$ cat src/rtl/core/scs_pkg.sv
// Shared types, constants and arithmetic helpers for the convection stencil.
// Used by the controller, the datapath and the top level.
`default_nettype none

package scs_pkg;

    localparam int MAX_SIZE_X  = 64;
    localparam int MAX_SIZE_Y  = 64;
    localparam int DATA_WIDTH  = 32;
    localparam int PLANE_CELLS = MAX_SIZE_X * MAX_SIZE_Y;
    localparam int RAM_DEPTH   = 3 * PLANE_CELLS;
    localparam int ADDR_W      = $clog2(RAM_DEPTH);

    localparam int XW       = 6;
    localparam int YW       = 6;
    localparam int ZW       = 16;
    localparam int SIZE_XYW = 7;
    localparam int INV_W    = 32;
    localparam int CFG_W    = 32;
    localparam int CFG_IW   = 3;

    localparam int NTAP   = 13;
    localparam int TAP_W  = 4;
    localparam int NTERM  = 9;
    localparam int TERM_W = 4;

    localparam int SHIFT_DIFF  = 18;
    localparam int SHIFT_SCALE = 16;

    localparam int PROD_W = 2 * DATA_WIDTH;
    localparam int Q_W    = DATA_WIDTH + INV_W + 1;
    localparam int WIDE_W = (PROD_W + 1 > Q_W) ? PROD_W + 1 : Q_W;
    localparam int ACC_W  = DATA_WIDTH + 2;

    localparam logic [DATA_WIDTH-1:0] DMAX = {1'b0, {(DATA_WIDTH-1){1'b1}}};
    localparam logic [DATA_WIDTH-1:0] DMIN = {1'b1, {(DATA_WIDTH-1){1'b0}}};

    // neighbor taps around the center cell
    localparam logic [TAP_W-1:0] T_C     = 4'd0;
    localparam logic [TAP_W-1:0] T_XP    = 4'd1;
    localparam logic [TAP_W-1:0] T_XM    = 4'd2;
    localparam logic [TAP_W-1:0] T_YP    = 4'd3;
    localparam logic [TAP_W-1:0] T_YM    = 4'd4;
    localparam logic [TAP_W-1:0] T_ZP    = 4'd5;
    localparam logic [TAP_W-1:0] T_ZM    = 4'd6;
    localparam logic [TAP_W-1:0] T_XP_YM = 4'd7;
    localparam logic [TAP_W-1:0] T_XP_ZM = 4'd8;
    localparam logic [TAP_W-1:0] T_XM_YP = 4'd9;
    localparam logic [TAP_W-1:0] T_YP_ZM = 4'd10;
    localparam logic [TAP_W-1:0] T_XM_ZP = 4'd11;
    localparam logic [TAP_W-1:0] T_YM_ZP = 4'd12;

    typedef enum logic [CFG_IW-1:0] {
        CFG_INV_DX = 3'd0,
        CFG_INV_DY = 3'd1,
        CFG_INV_DZ = 3'd2,
        CFG_SIZE_X = 3'd3,
        CFG_SIZE_Y = 3'd4,
        CFG_SIZE_Z = 3'd5
    } cfg_idx_t;

    typedef enum logic [2:0] {
        PH_NONE,
        PH_SUM,
        PH_MUL1,
        PH_MUL2,
        PH_DIFF,
        PH_SCALE,
        PH_ACC
    } phase_t;

    typedef enum logic [1:0] {
        AX_X,
        AX_Y,
        AX_Z
    } axis_t;

    typedef enum logic [1:0] {
        GRP_U,
        GRP_V,
        GRP_W
    } grp_t;

    typedef struct packed {
        logic             mem_we;
        logic             mem_re;
        logic [TAP_W-1:0] tap;
        logic [TERM_W-1:0] term;
        axis_t            axis;
        grp_t             grp;
        phase_t           phase;
        logic             out_load;
        logic [XW-1:0]    px;
        logic [YW-1:0]    py;
        logic [1:0]       slot;
    } scs_cmd_t;

    typedef struct packed {
        logic taps_ready;
    } scs_stat_t;

    // offset codes per tap: {dx, dy, dz}, 0 = -1, 1 = 0, 2 = +1
    function automatic logic [5:0] tap_ofs(input logic [TAP_W-1:0] tap);
        logic [5:0] r;
        case (tap)
            T_C:     r = {2'd1, 2'd1, 2'd1};
            T_XP:    r = {2'd2, 2'd1, 2'd1};
            T_XM:    r = {2'd0, 2'd1, 2'd1};
            T_YP:    r = {2'd1, 2'd2, 2'd1};
            T_YM:    r = {2'd1, 2'd0, 2'd1};
            T_ZP:    r = {2'd1, 2'd1, 2'd2};
            T_ZM:    r = {2'd1, 2'd1, 2'd0};
            T_XP_YM: r = {2'd2, 2'd0, 2'd1};
            T_XP_ZM: r = {2'd2, 2'd1, 2'd0};
            T_XM_YP: r = {2'd0, 2'd2, 2'd1};
            T_YP_ZM: r = {2'd1, 2'd2, 2'd0};
            T_XM_ZP: r = {2'd0, 2'd1, 2'd2};
            T_YM_ZP: r = {2'd1, 2'd0, 2'd2};
            default: r = {2'd1, 2'd1, 2'd1};
        endcase
        return r;
    endfunction

    function automatic logic signed [DATA_WIDTH-1:0] sat_add(
        input logic signed [DATA_WIDTH-1:0] a,
        input logic signed [DATA_WIDTH-1:0] b
    );
        logic signed [DATA_WIDTH:0] s;
        s = (DATA_WIDTH+1)'(a) + (DATA_WIDTH+1)'(b);
        if (s[DATA_WIDTH] != s[DATA_WIDTH-1])
            return s[DATA_WIDTH] ? DMIN : DMAX;
        return s[DATA_WIDTH-1:0];
    endfunction

    function automatic logic signed [DATA_WIDTH-1:0] sat_wide(
        input logic signed [WIDE_W-1:0] x
    );
        logic [WIDE_W-DATA_WIDTH:0] hi;
        hi = x[WIDE_W-1:DATA_WIDTH-1];
        if ((&hi) || !(|hi))
            return x[DATA_WIDTH-1:0];
        return x[WIDE_W-1] ? DMIN : DMAX;
    endfunction

    function automatic logic signed [DATA_WIDTH-1:0] sat_acc(
        input logic signed [ACC_W-1:0] x
    );
        logic [ACC_W-DATA_WIDTH:0] hi;
        hi = x[ACC_W-1:DATA_WIDTH-1];
        if ((&hi) || !(|hi))
            return x[DATA_WIDTH-1:0];
        return x[ACC_W-1] ? DMIN : DMAX;
    endfunction

endpackage

`default_nettype wire

$ cat src/rtl/core/scs_ctrl.sv
// Controller: grid position, size registers, tap read and term sequencing,
// output handshake and cell index outputs. Depends on scs_pkg.
`default_nettype none

module scs_ctrl
    import scs_pkg::*;
(
    input  wire logic              clk,
    input  wire logic              rst_n,
    input  wire logic              in_valid,
    output logic                   in_ready,
    output logic                   out_valid,
    input  wire logic              out_ready,
    input  wire logic              cfg_we,
    input  wire logic [CFG_IW-1:0] cfg_index,
    input  wire logic [CFG_W-1:0]  cfg_data,
    input  scs_stat_t              stat,
    output scs_cmd_t               cmd,
    output logic [XW-1:0]          cell_x,
    output logic [YW-1:0]          cell_y,
    output logic [ZW-1:0]          cell_z,
    output logic                   last_cell
);

    typedef enum logic [9:0] {
        S_IDLE  = 10'b0000000001,
        S_READ  = 10'b0000000010,
        S_WAIT  = 10'b0000000100,
        S_SUM   = 10'b0000001000,
        S_MUL1  = 10'b0000010000,
        S_MUL2  = 10'b0000100000,
        S_DIFF  = 10'b0001000000,
        S_SCALE = 10'b0010000000,
        S_ACC   = 10'b0100000000,
        S_DONE  = 10'b1000000000
    } state_t;

    state_t state_reg, state_next;

    logic [SIZE_XYW-1:0] size_x_reg, size_y_reg;
    logic [ZW-1:0]       size_z_reg;
    logic [XW-1:0]       pos_x_reg, pos_x_next;
    logic [YW-1:0]       pos_y_reg, pos_y_next;
    logic [ZW-1:0]       pos_z_reg, pos_z_next;
    logic [1:0]          slot_reg, slot_next;
    logic [XW-1:0]       cur_x_reg;
    logic [YW-1:0]       cur_y_reg;
    logic [1:0]          cur_slot_reg;
    logic [XW-1:0]       pend_x_reg;
    logic [YW-1:0]       pend_y_reg;
    logic [ZW-1:0]       pend_z_reg;
    logic                pend_last_reg;
    logic [XW-1:0]       cell_x_reg;
    logic [YW-1:0]       cell_y_reg;
    logic [ZW-1:0]       cell_z_reg;
    logic                last_cell_reg;
    logic                out_valid_reg;
    logic [TAP_W-1:0]    rd_cnt_reg;
    logic [TERM_W-1:0]   term_reg;
    axis_t               axis_reg;
    grp_t                grp_reg;

    logic [SIZE_XYW-1:0] sx, sy;
    logic [ZW-1:0]       sz;
    logic [XW-1:0]       px;
    logic [YW-1:0]       py;
    logic [ZW-1:0]       pz;
    logic [1:0]          pslot;
    logic                accept, interior, is_last, out_free;

    assign in_ready = (state_reg == S_IDLE);
    assign accept   = in_valid && in_ready;
    assign out_free = !out_valid_reg || out_ready;

    // clamp sizes into the supported range
    always_comb
    begin
        if (size_x_reg < SIZE_XYW'(3))
            sx = SIZE_XYW'(3);
        else if (size_x_reg > SIZE_XYW'(MAX_SIZE_X))
            sx = SIZE_XYW'(MAX_SIZE_X);
        else
            sx = size_x_reg;
        if (size_y_reg < SIZE_XYW'(3))
            sy = SIZE_XYW'(3);
        else if (size_y_reg > SIZE_XYW'(MAX_SIZE_Y))
            sy = SIZE_XYW'(MAX_SIZE_Y);
        else
            sy = size_y_reg;
        sz = (size_z_reg < ZW'(3)) ? ZW'(3) : size_z_reg;
    end

    // a position beyond a shrunk size restarts that axis
    always_comb
    begin
        px    = ({1'b0, pos_x_reg} >= sx) ? '0 : pos_x_reg;
        py    = ({1'b0, pos_y_reg} >= sy) ? '0 : pos_y_reg;
        pz    = (pos_z_reg >= sz) ? '0 : pos_z_reg;
        pslot = (pos_z_reg >= sz) ? 2'd0 : slot_reg;
        interior = (px >= XW'(2)) && (py >= YW'(2)) && (pz >= ZW'(2));
        is_last  = ({1'b0, px} == sx - SIZE_XYW'(1)) && ({1'b0, py} == sy - SIZE_XYW'(1))
                && (pz == sz - ZW'(1));
    end

    always_comb
    begin
        pos_x_next = pos_x_reg;
        pos_y_next = pos_y_reg;
        pos_z_next = pos_z_reg;
        slot_next  = slot_reg;
        if (accept)
        begin
            pos_x_next = px;
            pos_y_next = py;
            pos_z_next = pz;
            slot_next  = pslot;
            if ({1'b0, px} + SIZE_XYW'(1) < sx)
                pos_x_next = px + XW'(1);
            else
            begin
                pos_x_next = '0;
                if ({1'b0, py} + SIZE_XYW'(1) < sy)
                    pos_y_next = py + YW'(1);
                else
                begin
                    pos_y_next = '0;
                    if ({1'b0, pz} + (ZW+1)'(1) < {1'b0, sz})
                    begin
                        pos_z_next = pz + ZW'(1);
                        slot_next  = (pslot == 2'd2) ? 2'd0 : pslot + 2'd1;
                    end
                    else
                    begin
                        pos_z_next = '0;
                        slot_next  = 2'd0;
                    end
                end
            end
        end
    end

    always_comb
    begin
        state_next = state_reg;
        case (state_reg)
            S_IDLE:  if (accept && interior) state_next = S_READ;
            S_READ:  if (rd_cnt_reg == TAP_W'(NTAP - 1)) state_next = S_WAIT;
            S_WAIT:  if (stat.taps_ready) state_next = S_SUM;
            S_SUM:   state_next = S_MUL1;
            S_MUL1:  state_next = S_MUL2;
            S_MUL2:  state_next = S_DIFF;
            S_DIFF:  state_next = S_SCALE;
            S_SCALE: state_next = S_ACC;
            S_ACC:   state_next = (grp_reg == GRP_W && axis_reg == AX_Z) ? S_DONE : S_SUM;
            S_DONE:  if (out_free) state_next = S_IDLE;
            default: state_next = S_IDLE;
        endcase
    end

    always_comb
    begin
        cmd.mem_we   = accept;
        cmd.mem_re   = (state_reg == S_READ);
        cmd.tap      = rd_cnt_reg;
        cmd.term     = term_reg;
        cmd.axis     = axis_reg;
        cmd.grp      = grp_reg;
        cmd.out_load = (state_reg == S_DONE) && out_free;
        cmd.px       = (state_reg == S_IDLE) ? px : cur_x_reg;
        cmd.py       = (state_reg == S_IDLE) ? py : cur_y_reg;
        cmd.slot     = (state_reg == S_IDLE) ? pslot : cur_slot_reg;
        case (state_reg)
            S_SUM:   cmd.phase = PH_SUM;
            S_MUL1:  cmd.phase = PH_MUL1;
            S_MUL2:  cmd.phase = PH_MUL2;
            S_DIFF:  cmd.phase = PH_DIFF;
            S_SCALE: cmd.phase = PH_SCALE;
            S_ACC:   cmd.phase = PH_ACC;
            default: cmd.phase = PH_NONE;
        endcase
    end

    always_ff @(posedge clk or negedge rst_n)
    begin
        if (!rst_n)
        begin
            state_reg     <= S_IDLE;
            size_x_reg    <= SIZE_XYW'(64);
            size_y_reg    <= SIZE_XYW'(64);
            size_z_reg    <= ZW'(64);
            pos_x_reg     <= '0;
            pos_y_reg     <= '0;
            pos_z_reg     <= '0;
            slot_reg      <= 2'd0;
            out_valid_reg <= 1'b0;
            rd_cnt_reg    <= '0;
            term_reg      <= '0;
            axis_reg      <= AX_X;
            grp_reg       <= GRP_U;
        end
        else
        begin
            state_reg <= state_next;
            pos_x_reg <= pos_x_next;
            pos_y_reg <= pos_y_next;
            pos_z_reg <= pos_z_next;
            slot_reg  <= slot_next;
            if (cfg_we)
            begin
                case (cfg_idx_t'(cfg_index))
                    CFG_SIZE_X: size_x_reg <= cfg_data[SIZE_XYW-1:0];
                    CFG_SIZE_Y: size_y_reg <= cfg_data[SIZE_XYW-1:0];
                    CFG_SIZE_Z: size_z_reg <= cfg_data[ZW-1:0];
                    default: ;
                endcase
            end
            if (cmd.out_load)
                out_valid_reg <= 1'b1;
            else if (out_ready)
                out_valid_reg <= 1'b0;
            if (accept)
            begin
                rd_cnt_reg <= '0;
                term_reg   <= '0;
                axis_reg   <= AX_X;
                grp_reg    <= GRP_U;
            end
            else if (state_reg == S_READ)
                rd_cnt_reg <= rd_cnt_reg + TAP_W'(1);
            else if (state_reg == S_ACC)
            begin
                term_reg <= term_reg + TERM_W'(1);
                case (axis_reg)
                    AX_X: axis_reg <= AX_Y;
                    AX_Y: axis_reg <= AX_Z;
                    default:
                    begin
                        axis_reg <= AX_X;
                        case (grp_reg)
                            GRP_U:   grp_reg <= GRP_V;
                            GRP_V:   grp_reg <= GRP_W;
                            default: grp_reg <= GRP_U;
                        endcase
                    end
                endcase
            end
        end
    end

    always_ff @(posedge clk)
    begin
        if (accept)
        begin
            cur_x_reg     <= px;
            cur_y_reg     <= py;
            cur_slot_reg  <= pslot;
            pend_x_reg    <= px - XW'(1);
            pend_y_reg    <= py - YW'(1);
            pend_z_reg    <= pz - ZW'(1);
            pend_last_reg <= is_last;
        end
        if (cmd.out_load)
        begin
            cell_x_reg    <= pend_x_reg;
            cell_y_reg    <= pend_y_reg;
            cell_z_reg    <= pend_z_reg;
            last_cell_reg <= pend_last_reg;
        end
    end

    assign out_valid = out_valid_reg;
    assign cell_x    = cell_x_reg;
    assign cell_y    = cell_y_reg;
    assign cell_z    = cell_z_reg;
    assign last_cell = last_cell_reg;

    a_load_shows: assert property (@(posedge clk) disable iff (!rst_n)
        (state_reg == S_DONE && out_free) |=> out_valid_reg)
        else $error("loaded result not presented");
    a_boundary_idle: assert property (@(posedge clk) disable iff (!rst_n)
        (accept && !interior) |=> (state_reg == S_IDLE))
        else $error("boundary item started work");
    a_read_range: assert property (@(posedge clk) disable iff (!rst_n)
        (state_reg == S_READ) |-> (rd_cnt_reg < TAP_W'(NTAP)))
        else $error("tap read counter overrun");
    a_last_term: assert property (@(posedge clk) disable iff (!rst_n)
        (state_reg == S_ACC && grp_reg == GRP_W && axis_reg == AX_Z)
        |=> (state_reg == S_DONE && term_reg == TERM_W'(NTERM)))
        else $error("term sequence out of step");

endmodule

`default_nettype wire

$ cat config.mk
export PLATFORM = sky130hd
export DESIGN_NAME = scs_ctrl
export DESIGN_NICKNAME = d
export VERILOG_FILES = /design/src/rtl/core/scs_pkg.sv /design/src/rtl/core/scs_ctrl.sv
export SDC_FILE = /design/constraint.sdc
export NUM_CORES = 1
export LEC_CHECK = 0
export BUFFER_PORTS_ARGS = -buffer_cell sky130_fd_sc_hd__clkbuf_2
export CELL_PAD_IN_SITES_DETAIL_PLACEMENT = 1
export CELL_PAD_IN_SITES_GLOBAL_PLACEMENT = 1
export CORE_MARGIN = 2
export CORE_UTILIZATION = 35
export CTS_BUF_LIST = sky130_fd_sc_hd__clkbuf_4
export DETAILED_ROUTE_END_ITERATION = 16
export MAX_ROUTING_LAYER = met4
export PLACE_DENSITY_LB_ADDON = 0.1
export SKIP_LAST_GASP = 1
export SYNTH_ARGS = -nofsm -noshare
export SYNTH_HDL_FRONTEND = slang
export SYNTH_SLANG_ARGS = --single-unit
$ cat constraint.sdc
create_clock -name clk -period 11.4 [get_ports clk]
set_input_delay 2.28 -clock clk [delete_from_list [all_inputs] [get_ports clk]]
set_output_delay 2.28 -clock clk [all_outputs]
set_load 0.005 [all_outputs]
# --- Word-level counts from Yosys, hierarchy flattened ---
# Index checks and enable logic that the tools add are counted.
# Widths: inputs -> output; s select.
word_totals:
  inputBits: 41
  ram_bits: 0
  wordCells: 148
  output_inout_bits: 63
  rom_bits: 0
  mem_count: 0
  reg_bits: 155
  latchBits: 0
classes:
  shift: 0
  div: 0
  add_sub_neg: 15
  mul: 0
  eq_ne: 28
  n_reduce_logical: 22
  n_mux: 45
  bitwise_logic: 0
  order_cmp: 14
op_table:
  columns: ["operator", "count"]
  rows:
  - ["$pmux 10 s10", 1]
  - ["$mux 16", 5]
  - ["$mux 10", 5]
  - ["$mux 6", 7]
  - ["$sub 16x1->16 const B", 2]
  - ["$mux 7", 4]
  - ["$mux 2", 13]
  - ["$mux 4", 5]
  - ["$pmux 3 s6", 1]
  - ["$add 16x1->17 const B", 1]
  - ["$lt 17x16->1", 1]
  - ["$add 16x1->16 const B", 1]
  - ["$eq 16x16->1", 1]
  - ["$ge 16x16->1", 1]
  - ["$ge 16x2->1 const B", 1]
  - ["$lt 16x2->1 const B", 1]
  - ["$add 6x1->7 const B", 2]
  - ["$eq 6x7->1", 2]
  - ["$ge 6x7->1", 2]
  - ["$gt 7x7->1 const B", 2]
  - ["$lt 7x2->1 const B", 2]
  - ["$lt 7x7->1", 2]
  - ["$sub 7x1->7 const B", 2]
  - ["$add 6x1->6 const B", 2]
  - ["32 further kinds", 58]

# --- Longest topological paths before layout ---
logic_depth:
  depth_word: 11
  ltp_mapped: 32
  ltp_nobuf: 26

# --- Worst setup path after synthesis ---
# Ideal clock, no wire load.
synth_path:
  path_kind: "input to output"
  start: "input in_valid"
  end: "output cmd[31] in the netlist's numbering"
  slack_ns: 4.693
  t_required_ns: 9.120
  stages: 5
  t_arrival_ns: 4.427
  n_path_buf: 3
  path_cell_list: "nand2_2 -> inv_1 -> clkbuf_1 -> clkbuf_1 -> buf_4"
synth_between:
  elab_chain_len: 1
synth_rtl:
  columns: ["element", "line_no", "rtl"]
  rows:
  - ["start: declaration", "scs_ctrl.sv:10", "input wire logic in_valid,"]
  - ["$logic_and 1x1->1", "scs_ctrl.sv:72", "assign accept = in_valid && in_ready;"]
  - ["end: declaration", "scs_ctrl.sv:18", "output scs_cmd_t cmd,"]
# No other way between the ends.

# --- Worst setup path in the final report ---
layout_path:
  start: "register size_z_reg[13]"
  end: "register pos_z_reg[11]"
layout_between:
  elab_chain_len: 9
  word_cells_on_any_way: 10
  classes_between: "2 x add/sub; 3 x order compare; 5 x mux"
layout_rtl:
  columns: ["element", "line_no", "rtl"]
  rows:
  - ["start: declaration", "scs_ctrl.sv:41", "logic [ZW-1:0] size_z_reg;"]
  - ["start signal: assignment", "scs_ctrl.sv:213", "CFG_SIZE_Z: size_z_reg <= cfg_data[ZW-1:0];"]
  - ["$lt 16x2->1", "scs_ctrl.sv:90", "sz = (size_z_reg < ZW'(3)) ? ZW'(3) : size_z_reg;"]
  - ["$mux 16 *", "scs_ctrl.sv:90", null]
  - ["$ge 16x16->1", "scs_ctrl.sv:98", "pz = (pos_z_reg >= sz) ? '0 : pos_z_reg;"]
  - ["$mux 16", "scs_ctrl.sv:98", null]
  - ["$add 16x1->17", "scs_ctrl.sv:127", "if ({1'b0, pz} + (ZW+1)'(1) < {1'b0, sz})"]
  - ["$lt 17x16->1", "scs_ctrl.sv:127", null]
  - ["$mux 16", "scs_ctrl.sv:127", null]
  - ["$mux 16", "scs_ctrl.sv:122", "if ({1'b0, py} + SIZE_XYW'(1) < sy)"]
  - ["$mux 16 *", "scs_ctrl.sv:117", "if ({1'b0, px} + SIZE_XYW'(1) < sx)"]
  - ["end signal: assignment", "scs_ctrl.sv:206", "pos_z_reg <= pos_z_next;"]
  - ["end: declaration", "scs_ctrl.sv:44", "logic [ZW-1:0] pos_z_reg, pos_z_next;"]
# Every way passes the cells marked *; elsewhere a longest branch is shown, timed or not.
# A chain may end at the register's enable or synchronous reset.

==> impl_metrics.toml <==
[routing]
vias = 7595
wire_per_inst_um = 19.2
drt-total-wl_mm = 26.9
final_antenna_net_count = 0
dr.pass1.iters = 5
drc = 0
drt_iter0_drc = 429
routed_via_density = 5.43

[placed_design]
gp_congestion = 0.830
dpl-instance-area_sq_um = 10300
port_buffers = 87
dp_slack_ns = 3.54
post-dp-hpwl_mm = 19.8
place_inst = 1364

[clocking]
cts_setup_buffers = 0
cts_htree_levels = 4
path_clk_slew_ns = 0.18
numCtsBuffers = 17
cts_hold_buf = 0
clockBufferDepth = 2
cts-root-buf = "clkbuf_4"
insertion_delay_ns = 0.58
cts_resized = 0
clock_sinks = 155
cts_tree = "built"

[cells_and_area]
utilization = 0.395
nFillCells = 3111
layout-drive-gt1-share = 0.173
area_growth_pct = 10.9
finalNonFillerCells = 1398
finalInstanceArea_sq_um = 10600
final_common_cell = "nand2_1"
final_net_count = 1156
final_cell_mix = "nand2_1, clkbuf_2, dfrtp_1, nor2_1, ha_1"

[sta]
fin_crit_ns = 7.83
fin_skew_ns = 0.0373
maxSlewViolCount = 0
setup_ws_ns = 3.57
setup_violations = 0
tightest_slew_ns = 0.999
max_freq_mhz = 128
whs_ns = 0.422
rsz0062_at_grt = "no"
timing.final.crit_share = 0.687
tns_ns = 0
maxSlewHeadroom = 0.329
finalHoldViolations = 0

[setup_path]
r2r_start = "size_z_reg[13]"
cp.depth = 24
cp_common_cell = "ha_1"
crit_buf_inv = 2
cp-startpoint = "size_z_reg[13]"
critical_path_class = "reg2reg"
r2r-end = "pos_z_reg[11]"
slowest_stage = "nor4_4"
r2r_slack_ns = 3.57
endpoint = "pos_z_reg[11]"
r2r_cells = 24
critPathTopFamily = "simple AND/OR/NAND/NOR gates"
end_kind = "flip-flop"
required_ns = 11.91
crit_path_start_kind = "flip-flop"
crit_arrival_ns = 8.33
crit_chain = "nor3_1 -> nand2_1 -> nor4_1 -> or2_2 -> ha_1 -> nand2b_1 -> a2111o_1 -> a32oi_1 -> and2_1 -> buf_4 -> nand2_1 -> inv_1 -> ha_1 -> and3_1 -> nand3_1 -> or3_1 -> a21oi_1 -> ha_1 -> o21ai_0 -> a2111oi_0 -> a211o_1 -> nor4_4 -> a22oi_1 -> o21ai_0"
cpPeakStageDelay_ns = 0.85
path_max_fanout = 33

[die]
fp.dieH_um = 169
core_area_sq_um = 26900
dieArea_sq_um = 28700
boundaryPins = 104
initial_core_util = 0.356
fp-row-count = 60
die_w_um = 169

[synth]
synth_edf_count = 72
yosysSeqAreaShare = 0.443
synth_fp_nets = 1091
ys_async_sr_fraction = 0.535
synth.top_cell.area_share = 0.226
ys_warn_count = 0
netlist_instances = 977
ys_types = 75
synth_area_leaders = "edfxtp_1, dfrtp_1, ha_1, nand2_1, mux2_2"
ys_seq_elements = 155
synth_area_sq_um = 9580
yosys.area.top_type = "edfxtp_1"
synth-main-ff-cell = "dfrtp_1"
syn_area_per_cell_sq_um = 9.80

[power_and_ir_drop]
combPwrFrac = 0.396
p_total_mw = 1.97
p_sw_frac = 0.424
p_leak_nw = 4.63
internal_power_mw = 1.14
ir_worst_vdd_mv = 0.0676
p_sw_uw = 836
power_density_nw_per_um2 = 186
clockPowerShare = 0.182
seq_power_share = 0.421

[global_routing]
antenna_found_initial = 1
grt_first_pass_wirelength_mm = 43.1
grt_pass1_vias = 7600
gr-total-overflow = 0
grt_usage = 0.198
grt_max_degree = 62

[hold_path]
hp-class = "reg2reg"

[status]
outcome = "finished, final reports clean"

[flow_run]
cap_violations = 0
[worst reg2reg max path, cell delays in order, from the launching register on]
cell	delay [ns]
dfrtp_1	0.46
nor3_1	0.51
nand2_1	0.20
nor4_1	0.42
or2_2	0.24
ha_1	0.23
nand2b_1	0.15
a2111o_1	0.40
a32oi_1	0.57
and2_1	0.24
buf_4	0.36
nand2_1	0.14
inv_1	0.11
ha_1	0.34
and3_1	0.33
nand3_1	0.17
or3_1	0.39
a21oi_1	0.26
ha_1	0.27
o21ai_0	0.20
a2111oi_0	0.10
a211o_1	0.40
nor4_4	0.85
a22oi_1	0.21
o21ai_0	0.22
[logic make-up after synthesis]
family	synth area share
multiplexers	0.0430
flip-flops	0.443
adder cells (fa/ha/maj)	0.0954
buffers and inverters	0.0425
XOR/XNOR	0.0521
AND/OR/NAND/NOR	0.186
AO/OA/AOI/OAI	0.138
[area by class of cell]
cell class / instances / area [sq um] / area share
clock inverter: 15 / 170 / 0.0160
clock buffer: 17 / 128 / 0.0120
timing repair buffer: 96 / 505 / 0.0476
multi-input combinational: 717 / 4930 / 0.465
tap: 341 / 427 / 0.0402
antenna: 2 / 5.00 / 0.000471
inverter: 55 / 206 / 0.0194
sequential: 155 / 4240 / 0.400
[routing by layer]
layer / vias to the layer above / share of wire / track usage / wire (um)
li1: 3696 / - / - / -
met1: 3744 / 0.50 / 0.272 / 13500
met3: 23 / 0.033 / 0.0268 / 875
met2: 132 / 0.45 / 0.311 / 12200
met5: - / 0 / - / 0
met4: 0 / 0.012 / 0.0491 / 325
[synth_stat cells, types with 3 or more instances]
cell	n
a311oi_1	7
nor3_1	24
o22ai_1	3
nor4_1	15
o31ai_1	6
nor2b_1	10
xor2_1	24
o21a_1	8
a22o_1	17
or4_1	3
dfstp_2	4
nand2_1	101
nand4_1	16
nor4b_1	3
a21oi_1	47
mux2_2	33
nor2_1	75
inv_1	53
edfxtp_1	72
a21o_1	4
nand2b_1	10
a211oi_1	3
or2_2	6
o211ai_1	3
o41ai_1	4
and4_1	3
nand4b_1	3
dfrtp_1	79
ha_1	73
mux2i_1	4
nand3_1	29
or3_1	10
o21ai_0	53
buf_1	4
a22oi_1	7
o2111ai_1	3
nor3b_1	5
and3_1	8
xnor2_1	33
a31oi_1	14
nand3b_1	7
clkbuf_1	43
[worst min path at each step]
stage                     slack [ns]          start   endpoint  depth (start not counted)
after floorplan                 0.40  pend_x_reg[0]  cell_x[0]                          0
final                           0.42  pend_z_reg[5]  cell_z[5]                          0
after global placement          0.40  pend_z_reg[4]  cell_z[4]                          0
after detailed placement        0.41  pend_x_reg[2]  cell_x[2]                          0
after global routing            0.42  pend_z_reg[5]  cell_z[5]                          0
after CTS                       0.41  pend_z_reg[2]  cell_z[2]                          0
[power groups by stage]
stage	registers, mW	clock network [mW]	logic [mW]
2_1_floorplan	0.796	0	0.566
4_1_cts	0.833	0.376	0.795
3_5_place_dp	0.846	0	0.790
5_1_grt	0.851	0.398	0.889
6_report	0.832	0.359	0.783
3_3_place_gp	0.838	0	0.774
(Power assumes the default switching activity.)
